### config.mk
export PLATFORM = sky130hd
export DESIGN_NAME = bitstream_file_header_parser
export DESIGN_NICKNAME = d
export VERILOG_FILES = /design/src/design/bfhp_pkg.sv /design/src/design/bitstream_file_header_parser.sv
export SDC_FILE = /design/constraint.sdc
export NUM_CORES = 1
export LEC_CHECK = 0
export ABC_AREA = 1
export ABC_CLOCK_PERIOD_IN_PS = 3700
export BUFFER_PORTS_ARGS = -buffer_cell sky130_fd_sc_hd__buf_2
export CAP_MARGIN = 20
export CORE_ASPECT_RATIO = 0.6
export CORE_UTILIZATION = 43
export CTS_BUF_LIST = sky130_fd_sc_hd__clkbuf_4 sky130_fd_sc_hd__clkbuf_8
export DETAILED_ROUTE_END_ITERATION = 10
export GPL_ROUTABILITY_DRIVEN = 0
export PLACE_DENSITY = 0.71
export SETUP_SLACK_MARGIN = 0.05
export SYNTH_ARGS = -nofsm -noshare
export SYNTH_HDL_FRONTEND = slang
export SYNTH_SLANG_ARGS = --single-unit
### constraint.sdc
create_clock -name i_clk -period 3.7 [get_ports i_clk]
set_input_delay 0.74 -clock i_clk [delete_from_list [all_inputs] [get_ports i_clk]]
set_output_delay 0.74 -clock i_clk [all_outputs]
set_load 0.005 [all_outputs]
### src/design/bfhp_pkg.sv
// Package for the bitstream file header parser: parse phase type, status and
// field kind codes, and the tag bytes the header format uses. No dependencies.
`default_nettype none

package bfhp_pkg;

    // Parse phases, one-hot
    typedef enum logic [13:0] {
        PH_MLEN_HI = 14'b00000000000001,
        PH_MLEN_LO = 14'b00000000000010,
        PH_MAGIC   = 14'b00000000000100,
        PH_SKIP    = 14'b00000000001000,
        PH_ONE_HI  = 14'b00000000010000,
        PH_ONE_LO  = 14'b00000000100000,
        PH_FTAG    = 14'b00000001000000,
        PH_FLEN_HI = 14'b00000010000000,
        PH_FLEN_LO = 14'b00000100000000,
        PH_FSTR    = 14'b00001000000000,
        PH_ETAG    = 14'b00010000000000,
        PH_BLEN    = 14'b00100000000000,
        PH_DONE    = 14'b01000000000000,
        PH_ERROR   = 14'b10000000000000
    } t_phase;

    typedef logic [1:0] t_status;
    localparam t_status ST_PARSING  = 2'd0;
    localparam t_status ST_COMPLETE = 2'd1;
    localparam t_status ST_ERROR    = 2'd2;
    localparam t_status ST_IDLE     = 2'd3;

    typedef logic [2:0] t_kind;
    localparam t_kind KIND_NONE = 3'd0;

    localparam logic [7:0]  TAG_FIRST  = 8'h61; // 'a'
    localparam logic [7:0]  TAG_LENGTH = 8'h65; // 'e'
    localparam logic [7:0]  STR_END    = 8'h00;
    localparam logic [15:0] ONE_WORD   = 16'h0001;

    localparam logic [7:0] EVEN_MAGIC_RESET = 8'h0F;
    localparam logic [7:0] ODD_MAGIC_RESET  = 8'hF0;

    // Register indexes of the configuration port
    localparam logic CFG_EVEN_MAGIC = 1'b0;
    localparam logic CFG_ODD_MAGIC  = 1'b1;

endpackage

`default_nettype wire

### src/design/bitstream_file_header_parser.sv
// Bitstream file header parser, top level. Depends on bfhp_pkg.
// A result item appears on the master side in the cycle after its byte is
// accepted. Throughput: one byte per cycle while the master side keeps up;
// phase update and result come from one pass of small logic on byte and state.
// Reset (i_rst_n low, synchronous) waits for the first magic length byte and
// restores the magic registers to 0x0F (even) and 0xF0 (odd).
`default_nettype none

module bitstream_file_header_parser
    import bfhp_pkg::*;
(
    input  wire logic        i_clk,
    input  wire logic        i_rst_n,
    // configuration writes
    input  wire logic        i_cfg_we,
    input  wire logic        i_cfg_addr,
    input  wire logic [7:0]  i_cfg_wdata,
    // header bytes in
    input  wire logic        s_axis_tvalid,
    output logic             s_axis_tready,
    input  wire logic [7:0]  s_axis_tdata,   // [7:0] data_byte
    input  wire logic        s_axis_tuser,   // [0] restart
    // results out
    output logic             m_axis_tvalid,
    input  wire logic        m_axis_tready,
    // [1:0] status, [9:2] name_byte, [41:10] bitstream_length,
    // [60:42] header_length, [63:61] zero
    output logic [63:0]      m_axis_tdata,
    // [2:0] field_kind, [3] name_byte_valid
    output logic [3:0]       m_axis_tuser
);

    // configuration registers
    logic [7:0]  r_even_magic;
    logic [7:0]  r_odd_magic;

    // parse state
    t_phase      r_phase, n_phase;
    logic [15:0] r_magic_len, n_magic_len;
    logic [15:0] r_field_rem, n_field_rem;
    logic [15:0] r_pos, n_pos;
    logic [18:0] r_bidx, n_bidx;
    logic [31:0] r_len_acc, n_len_acc;
    logic [1:0]  r_field, n_field;      // which of the four string fields
    logic [1:0]  r_blen_cnt, n_blen_cnt; // length byte within tag 'e'

    // result register
    logic        r_out_valid;
    logic [63:0] r_out_data;
    logic [3:0]  r_out_user;

    // state as seen by this item: a restart clears it first
    t_phase      w_phase;
    logic [15:0] w_magic_len, w_field_rem, w_pos;
    logic [18:0] w_bidx;
    logic [31:0] w_len_acc;
    logic [1:0]  w_field, w_blen_cnt;

    logic [7:0]  w_byte;
    logic        w_accept;
    logic [15:0] w_pos_inc;
    logic [15:0] w_rem_dec;
    logic [31:0] w_len_shift;

    t_status     w_status;
    t_kind       w_kind;
    logic [7:0]  w_nbyte;
    logic        w_nvalid;
    logic [31:0] w_blen;
    logic [18:0] w_hlen;

    // accept whenever the result slot is free or is being drained
    assign s_axis_tready = !r_out_valid || m_axis_tready;
    assign w_accept      = s_axis_tvalid && s_axis_tready;
    assign w_byte        = s_axis_tdata;

    assign w_phase     = s_axis_tuser ? PH_MLEN_HI : r_phase;
    assign w_magic_len = s_axis_tuser ? 16'd0 : r_magic_len;
    assign w_field_rem = s_axis_tuser ? 16'd0 : r_field_rem;
    assign w_pos       = s_axis_tuser ? 16'd0 : r_pos;
    assign w_bidx      = s_axis_tuser ? 19'd0 : r_bidx;
    assign w_len_acc   = s_axis_tuser ? 32'd0 : r_len_acc;
    assign w_field     = s_axis_tuser ? 2'd0 : r_field;
    assign w_blen_cnt  = s_axis_tuser ? 2'd0 : r_blen_cnt;

    assign w_pos_inc   = w_pos + 16'd1;
    assign w_rem_dec   = w_field_rem - 16'd1;
    assign w_len_shift = {w_len_acc[23:0], w_byte};

    // one parse step for the accepted byte
    always_comb begin
        n_phase    = w_phase;
        n_magic_len = w_magic_len;
        n_field_rem = w_field_rem;
        n_pos      = w_pos;
        n_bidx     = w_bidx + 19'd1;
        n_len_acc  = w_len_acc;
        n_field    = w_field;
        n_blen_cnt = w_blen_cnt;
        w_status   = ST_PARSING;
        w_kind     = KIND_NONE;
        w_nbyte    = 8'd0;
        w_nvalid   = 1'b0;
        w_blen     = 32'd0;
        w_hlen     = 19'd0;

        unique case (w_phase)
            PH_MLEN_HI: begin
                n_magic_len = {w_byte, 8'd0};
                n_phase     = PH_MLEN_LO;
            end
            PH_MLEN_LO: begin
                n_magic_len = {w_magic_len[15:8], w_byte};
                n_pos       = 16'd0;
                if (n_magic_len == 16'd0) begin
                    n_phase = PH_ERROR;
                end else if (n_magic_len == 16'd1) begin
                    n_phase = PH_SKIP;
                end else begin
                    n_phase = PH_MAGIC;
                end
            end
            PH_MAGIC: begin
                if (w_byte != (w_pos[0] ? r_odd_magic : r_even_magic)) begin
                    n_phase = PH_ERROR;
                end else begin
                    n_pos = w_pos_inc;
                    // magic length is at least two here, so the minus one holds
                    if (w_pos_inc >= w_magic_len - 16'd1) begin
                        n_phase = PH_SKIP;
                    end
                end
            end
            PH_SKIP: begin
                n_phase = PH_ONE_HI;
            end
            PH_ONE_HI: begin
                n_len_acc = {16'd0, w_byte, 8'd0};
                n_phase   = PH_ONE_LO;
            end
            PH_ONE_LO: begin
                n_len_acc = {w_len_acc[31:8], w_byte};
                n_field   = 2'd0;
                n_phase   = (n_len_acc == {16'd0, ONE_WORD}) ? PH_FTAG : PH_ERROR;
            end
            PH_FTAG: begin
                n_phase = (w_byte == TAG_FIRST + {6'd0, w_field}) ? PH_FLEN_HI : PH_ERROR;
            end
            PH_FLEN_HI: begin
                n_field_rem = {w_byte, 8'd0};
                n_phase     = PH_FLEN_LO;
            end
            PH_FLEN_LO: begin
                n_field_rem = {w_field_rem[15:8], w_byte};
                n_phase     = (n_field_rem == 16'd0) ? PH_ERROR : PH_FSTR;
            end
            PH_FSTR: begin
                w_kind      = {1'b0, w_field} + 3'd1;
                w_nbyte     = w_byte;
                w_nvalid    = 1'b1;
                n_field_rem = w_rem_dec;
                if (w_rem_dec == 16'd0) begin
                    if (w_byte != STR_END) begin
                        n_phase = PH_ERROR;
                    end else if (w_field == 2'd3) begin
                        n_phase = PH_ETAG;
                    end else begin
                        n_field = w_field + 2'd1;
                        n_phase = PH_FTAG;
                    end
                end
            end
            PH_ETAG: begin
                n_len_acc  = 32'd0;
                n_blen_cnt = 2'd0;
                n_phase    = (w_byte == TAG_LENGTH) ? PH_BLEN : PH_ERROR;
            end
            PH_BLEN: begin
                n_len_acc = w_len_shift;
                if (w_blen_cnt == 2'd3) begin
                    n_phase  = PH_DONE;
                    w_status = ST_COMPLETE;
                    w_blen   = w_len_shift;
                    w_hlen   = n_bidx;
                end else begin
                    n_blen_cnt = w_blen_cnt + 2'd1;
                end
            end
            default: begin
                // done or error: hold everything and report the byte as ignored
                n_bidx   = w_bidx;
                w_status = ST_IDLE;
            end
        endcase

        if (n_phase == PH_ERROR && w_status != ST_IDLE) begin
            w_status = ST_ERROR;
        end
    end

    // configuration registers
    always_ff @(posedge i_clk) begin
        if (!i_rst_n) begin
            r_even_magic <= EVEN_MAGIC_RESET;
            r_odd_magic  <= ODD_MAGIC_RESET;
        end else if (i_cfg_we) begin
            unique case (i_cfg_addr)
                CFG_EVEN_MAGIC: r_even_magic <= i_cfg_wdata;
                CFG_ODD_MAGIC:  r_odd_magic  <= i_cfg_wdata;
                default:        r_even_magic <= r_even_magic;
            endcase
        end
    end

    // parse state: advance only on an accepted item
    always_ff @(posedge i_clk) begin
        if (!i_rst_n) begin
            r_phase     <= PH_MLEN_HI;
            r_magic_len <= 16'd0;
            r_field_rem <= 16'd0;
            r_pos       <= 16'd0;
            r_bidx      <= 19'd0;
            r_len_acc   <= 32'd0;
            r_field     <= 2'd0;
            r_blen_cnt  <= 2'd0;
        end else if (w_accept) begin
            r_phase     <= n_phase;
            r_magic_len <= n_magic_len;
            r_field_rem <= n_field_rem;
            r_pos       <= n_pos;
            r_bidx      <= n_bidx;
            r_len_acc   <= n_len_acc;
            r_field     <= n_field;
            r_blen_cnt  <= n_blen_cnt;
        end
    end

    // result slot valid flag
    always_ff @(posedge i_clk) begin
        if (!i_rst_n) begin
            r_out_valid <= 1'b0;
        end else if (s_axis_tready) begin
            r_out_valid <= s_axis_tvalid;
        end
    end

    // result payload: load with each accepted item, hold while stalled
    always_ff @(posedge i_clk) begin
        if (w_accept) begin
            r_out_data <= {3'd0, w_hlen, w_blen, w_nbyte, w_status};
            r_out_user <= {w_nvalid, w_kind};
        end
    end

    assign m_axis_tvalid = r_out_valid;
    assign m_axis_tdata  = r_out_data;
    assign m_axis_tuser  = r_out_user;

endmodule

`default_nettype wire

==> results of run 1 <==
-- flip-flops by register name, summed over array words and instances (netlist names) --
signal,count
m_axis_tdata,61
m_axis_tuser,4
m_axis_tvalid,1
r_bidx,19
r_blen_cnt,2
r_even_magic,8
r_field,2
r_field_rem,16
r_len_acc,32
r_magic_len,16
r_odd_magic,8
r_phase,14
r_pos,16
-- how the worst max path moves through the flow --
stage	from	endpoint	slack [ns]	cells after the start
6_report	s_axis_tuser	r_phase[2]	0.40	24
5_1_grt	s_axis_tuser	r_phase[2]	0.11	24
2_1_floorplan	s_axis_tuser	r_phase[2]	0.05	27
3_3_place_gp	s_axis_tuser	r_phase[2]	-0.03	22
4_1_cts	s_axis_tuser	r_phase[2]	0.33	24
3_5_place_dp	s_axis_tuser	r_phase[2]	-0.23	24
-- area by class of cell --
| cell class | instances | area (µm²) | area share [%] |
|---|---|---|---|
| well taps | 367 | 459.2 | 3.397 |
| multi-input cells | 1287 | 6272 | 46.40 |
| repair buffers | 145 | 903.4 | 6.683 |
| clock inverters | 15 | 158.9 | 1.175 |
| inverters | 226 | 855.8 | 6.331 |
| flip-flops and latches | 199 | 4634 | 34.28 |
| clock buffers | 17 | 234.0 | 1.731 |
-- per-layer routing --
layer	routed length [µm]	vias up	part of all wire [%]
met4	621	2	1.8
li1	-	6005	-
met1	16400	5684	47
met5	13	-	0.037
met2	14530	560	42
met3	3425	51	9.8
-- worst min-delay path: cells and delay by family --
family	cells	cell delay, ns
and+or+nand+nor	2	0.09
buffers and inverters	1	0.08
-- cells by family after synthesis --
logic type	after synthesis	synth area share (%)
AO/OA/AOI/OAI	336	15.04
XOR/XNOR	44	3.173
adder cells (fa/ha/maj)	24	2.472
buffers and inverters	307	10.37
flip-flops	199	38.16
other	1	0.03088
AND/OR/NAND/NOR	880	30.75
-- stage by stage --
step / hold slack [ns] / TNS (ns) / utilization, % / std cells
final: 0.4251 / 0 / 48.91 / 2256
after global routing: 0.4243 / 0 / 48.91 / 2256
after floorplan: 0.4297 / 0 / - / 1793
after global placement: 0.4454 / -0.03242 / 47.46 / 2224
after detailed placement: 0.4537 / -0.4127 / 47.46 / 2224
after CTS: 0.4050 / 0 / 48.88 / 2256
-- layout by cell type, fill, tap and decap left out, types with 53 or more instances in the layout --
cell type,instances
edfxtp_1,65
buf_2,89
nand2_1,426
o21ai_0,150
nor2_1,246
buf_4,53
a21oi_1,106
inv_1,213
nand3_1,110
dfxtp_1,134
-- what timing repair did --
action                                 CTS  global route
setup endpoints to repair                0             2
endpoints found under the hold margin    0             0
resized for setup                        0             2
buffers inserted                         0             0
-- report_power, final --
| part | leakage, nW | total [mW] | switching [mW] | internal [mW] |
|---|---|---|---|---|
| Clock | 0.196 | 1.45 | 0.891 | 0.560 |
| Combinational | 4.30 | 0.942 | 0.633 | 0.309 |
| Sequential | 1.76 | 2.45 | 0.0654 | 2.38 |
==> out/qor.csv, run 1 <==
stage,metric,value,unit
status,outcome,"complete, no violations",
setup_path,reg2reg_to,r_phase[2],
synth,synth_top_area_share,22.09,%
synth,ys_warn_count,0,
floorplanning,row_count,47,
setup_path,path_common_cell,inv_1,
layout,area_growth,11.30,%
synth,syn_inst,1791,
power,p_per_area,358.0,nW/µm²
timing,finalMaxSlewViolations,0,
routing,vias,12300,
routing,final_antenna_net_count,0,
layout,nFillCells,2828,
floorplanning,io_pins,93,
place,dpl_cell_area,13120,µm²
setup_path,required,4.13,ns
min_path,hp-class,input port to register,
timing,layout_min_cycle_time,3.301,ns
setup_path,worst_path_largest_cell_delay,0.29,ns
place,dp_slack,-0.2276,ns
place,dp_hpwl,24920,µm
layout,design_area,13520,µm²
clock_tree,insertion_delay,0.53,ns
synth,yosysMostFrequentCell,nand2_1,
timing,post-route-period-util,89.22,%
min_path,min_delay_path_depth,3,
setup_path,rr_worst_depth,22,
layout,diodes,0,
min_path,hold_path_end,r_odd_magic[7],
routing,wirelength,34990,µm
timing,hold_violations,0,
setup_path,cp_cell_sequence,buf_2 > inv_4 > nand2_1 > inv_1 > ha_1 > inv_1 > nor2_1 > inv_1 > nor2_2 > nand4_1 > nor4_2 > xor2_1 > ha_1 > nand2_1 > inv_1 > nand3_1 > nor3_2 > nand3_1 > nand3_1 > nor2_1 > nand3_1 > nand4_1 > nand2_1 > inv_1,
clock_tree,cts_hold_buffers,0,
timing,tightestPinTransition,0.9000,ns
layout,drive_gt1_share,11.96,%
floorplanning,die_w,219.0,µm
setup_path,crit_family,simple AND/OR/NAND/NOR gates,
synth,synth_common_cells,"nand2_1, nor2_1, inv_1",
job,drv_cap,0,
global_routing,grt_max_degree,80,
synth,ys_types,46,
global_routing,gr-usage-met2,35.09,%
routing,drtIter0Drc,1371,
setup_path,reg2reg_setup_slack,0.47,ns
floorplanning,coreArea,27640,µm²
global_routing,grt_pass1_vias,11020,
routing,avgRoutedWirePerCell,15.51,µm
setup_path,crit_fanout,11,
synth,yosys-top-cells-area,"dfxtp_1, edfxtp_1, nand2_1",
place,portBuffers,89,
global_routing,grt_usage,24.39,%
global_routing,met1_usage,35.74,%
clock_tree,cts_max_path_buffers,2,
global_routing,grtUsageMet3,6.090,%
floorplanning,start_util,43.94,%
setup_path,r2r-start,r_pos[1],
setup_path,arrival,3.73,ns
routing,viasPerCell,5.453,
synth,synth_largest_area_cell,dfxtp_1,
timing,fmax,302.9,MHz
timing,slew_headroom,40.00,%
synth,syn_area_per_cell,6.781,µm²
global_routing,gr-total-overflow,0,
synth,synth-async-reset-ratio,0,%
floorplanning,fp.dieH,132.2,µm
clock_tree,cts.sinks,199,
synth,syn_area,12150,µm²
layout,nNetsFinal,1923,
clock_tree,cts_max_level,4,
setup_path,cp-start-kind,input port,
power,ir_drop,0.2524,mV
timing,setup_violations,0,
routing,drc,0,
floorplanning,die_area,28940,µm²
power,p_total,4.839,mW
synth,ys_ff_latch,199,
clock_tree,cts-root-buf,clkbuf_8,
synth,synth_ff_type,dfxtp_1,
global_routing,grt_pass1_wl,56420,µm
setup_path,crit_buf_inv,7,
timing,fin_ws,0.3989,ns
setup_path,crit_type,input port to register,
synth,ys_seq_area_share,38.16,%
clock_tree,cts_made_buffers,17,
setup_path,crit_path_top_delay_cell,ha_1,
global_routing,antenna_found_initial,1,
synth,synth_edf_count,65,
timing,finClkSkew,0.01701,ns
timing,rsz0062_at_grt,false,
clock_tree,cts_tree,done,
setup_path,cp-end-kind,register,
routing,first_pass_iters,7,
min_path,worstHoldStart,i_cfg_wdata[7],
clock_tree,cts.reportedPaths.clkPinSlew,0.11,ns
global_routing,grt_busiest_layer,met1,
power,p_leak,6.253,nW
Power figures use the tool's default switching activity.
==> inputs of run 2 (changes only) <==
--- a/config.mk
+++ b/config.mk
@@ -9,12 +9,14 @@
 export ABC_CLOCK_PERIOD_IN_PS = 3700
 export BUFFER_PORTS_ARGS = -buffer_cell sky130_fd_sc_hd__buf_2
 export CAP_MARGIN = 20
+export CELL_PAD_IN_SITES_DETAIL_PLACEMENT = 1
+export CELL_PAD_IN_SITES_GLOBAL_PLACEMENT = 2
 export CORE_ASPECT_RATIO = 0.6
-export CORE_UTILIZATION = 43
+export CORE_UTILIZATION = 32
 export CTS_BUF_LIST = sky130_fd_sc_hd__clkbuf_4 sky130_fd_sc_hd__clkbuf_8
 export DETAILED_ROUTE_END_ITERATION = 10
 export GPL_ROUTABILITY_DRIVEN = 0
-export PLACE_DENSITY = 0.71
+export PLACE_DENSITY = 0.87
 export SETUP_SLACK_MARGIN = 0.05
 export SYNTH_ARGS = -nofsm -noshare
 export SYNTH_HDL_FRONTEND = slang
==> out/qor.csv, run 2 (synthesis results as in run 1) <==
stage,metric,value,unit,change
clock_tree,cts_made_buffers,17,,unchanged
clock_tree,cts.sinks,199,,unchanged
timing,slew_headroom,33.55,%,-6.4 points
setup_path,cp-start-kind,input port,,
timing,hold_violations,0,,unchanged
setup_path,worst_path_largest_cell_delay,0.30,ns,about the same
clock_tree,cts_max_path_buffers,2,,unchanged
routing,first_pass_iters,5,,-2
place,portBuffers,89,,unchanged
timing,rsz0062_at_grt,false,,
place,dp_slack,-0.1292,ns,+0.09841 ns
global_routing,grt_pass1_wl,68950,µm,+22%
job,drv_cap,0,,unchanged
clock_tree,cts_resized,0,,unchanged
routing,avgRoutedWirePerCell,17.79,µm,+15%
setup_path,required,4.12,ns,about the same
timing,setup_violations,0,,unchanged
timing,fin_tns_setup,0,ns,unchanged
timing,fin_ws,0.4239,ns,+0.02502 ns
setup_path,crit_fanout,9,,-2
global_routing,gr-total-overflow,0,,unchanged
layout,nNetsFinal,1957,,+1.8%
floorplanning,fp.dieH,152.9,µm,+16%
timing,finClkSkew,0.02108,ns,+0.004069 ns
setup_path,path_common_cell,nand2_1,,
power,p_leak,6.415,nW,+2.6%
clock_tree,cts_hold_buffers,0,,unchanged
floorplanning,io_pins,93,,unchanged
setup_path,cp-end-kind,register,,
timing,hold-worst-slack,0.4561,ns,+0.03096 ns
place,dp.cells,2395,,+7.7%
status,outcome,"complete, no violations",,
routing,drc,0,,unchanged
floorplanning,row_count,54,,+15%
layout,final_common_cell,nand2_1,,
routing,wirelength,43180,µm,+23%
global_routing,antenna_found_initial,0,,-1
timing,tightestPinTransition,0.9967,ns,+0.09673 ns
floorplanning,start_util,32.98,%,-11 points
setup_path,crit_type,input port to register,,
floorplanning,coreArea,36820,µm²,+33%
global_routing,grt_max_degree,80,,unchanged
power,p_total,4.967,mW,+2.6%
clock_tree,cts_max_level,4,,unchanged
floorplanning,die_area,38760,µm²,+34%
layout,final_cell_mix,"nand2_1, nor2_1, inv_1",,
timing,layout_min_cycle_time,3.276,ns,-0.02502 ns
layout,largest_reg_flops,61,,unchanged
routing,drtIter0Drc,772,,-44%
layout,diodes,0,,unchanged
clock_tree,cts.reportedPaths.clkPinSlew,0.11,ns,about the same
routing,viasPerCell,5.143,,-5.7%
timing,post-route-period-util,88.54,%,-0.68 points
power,p_per_area,356.4,nW/µm²,-0.46%
setup_path,cp_cell_sequence,buf_2 > buf_4 > nor2_1 > nor3_1 > nand2_1 > nor4_4 > nand2_1 > nor3_2 > nand2_1 > xor2_1 > ha_1 > nand2_1 > inv_1 > nand3_1 > nor3_1 > buf_4 > nand3_1 > nand3_1 > nor2_1 > nand3_1 > nand4_1 > nand2_1 > inv_1,,
global_routing,grt_usage,22.56,%,-1.8 points
setup_path,crit_path_top_delay_cell,ha_1,,
place,dp_hpwl,31650,µm,+27%
min_path,hp-class,input port to register,,
layout,area_growth,14.75,%,
clock_tree,insertion_delay,0.51,ns,-0.02 ns
layout,layout.cells.non_filler,2427,,+7.6%
layout,drive_gt1_share,13.42,%,+1.5 points
clock_tree,cts_tree,done,,
global_routing,grt_pass1_vias,12480,,+13%
routing,vias,12480,,+1.5%
clock_tree,cts-root-buf,clkbuf_8,,
floorplanning,die_w,253.5,µm,+16%
timing,fmax,305.2,MHz,+0.76%
power,ir_drop,0.2010,mV,-20%
setup_path,arrival,3.70,ns,-0.03 ns
clock_tree,cts_setup_buffers,0,,unchanged
routing,final_antenna_net_count,0,,unchanged
timing,finalMaxSlewViolations,0,,unchanged
run 2: area by class of cell:
type / instances / area (µm²)
fill: 4757 / 22890
multi-input combinational: 1287 / 6267
sequential: 199 / 4634
timing repair buffer: 179 / 1159
inverter: 226 / 855.8
tap: 504 / 630.6
clock buffer: 21 / 276.5
clock inverter: 11 / 113.9
run 2: power by group:
part	leakage, nW	total [mW]	internal, mW	switching [mW]
logic	4.46	1.02	0.335	0.688
clock network	0.198	1.49	0.599	0.894
registers	1.76	2.45	2.38	0.0688
run 2: path summary, 6_finish.rpt:
path | slack [ns] | to | start | cells after the start
setup / recovery | 0.42 | r_phase[2] | s_axis_tuser | 23
setup reg to reg | 0.62 | r_phase[2] | r_pos[0] | 23
hold reg to reg | 0.47 | r_even_magic[7] | r_even_magic[7] | 2
hold / removal | 0.46 | r_odd_magic[6] | i_cfg_wdata[6] | 3
run 2: metrics by stage:
step                      util, %  instance area [µm²]
after floorplan                 -                12160
after global placement      36.78                13540
after detailed placement    36.78                13540
after CTS                   37.84                13930
after global routing        37.85                13940
final                       37.85                13940
run 2: metal layers:
layer / part of all wire (%) / GRT usage, % / up-vias
li1: - / - / 6083
met1: 50 / 32.76 / 6086
met2: 42 / 33.95 / 270
met3: 6.3 / 5.041 / 42
met4: 1.2 / 4.502 / 0
met5: 0 / 0 / -
run 2: worst max-delay path: cells and delay by family:
family	cells	cell delay (ns)
adder cells (fa/ha/maj)	1	0.30
XOR/XNOR	1	0.15
buffers and inverters	5	0.68
AND/OR/NAND/NOR	16	1.81
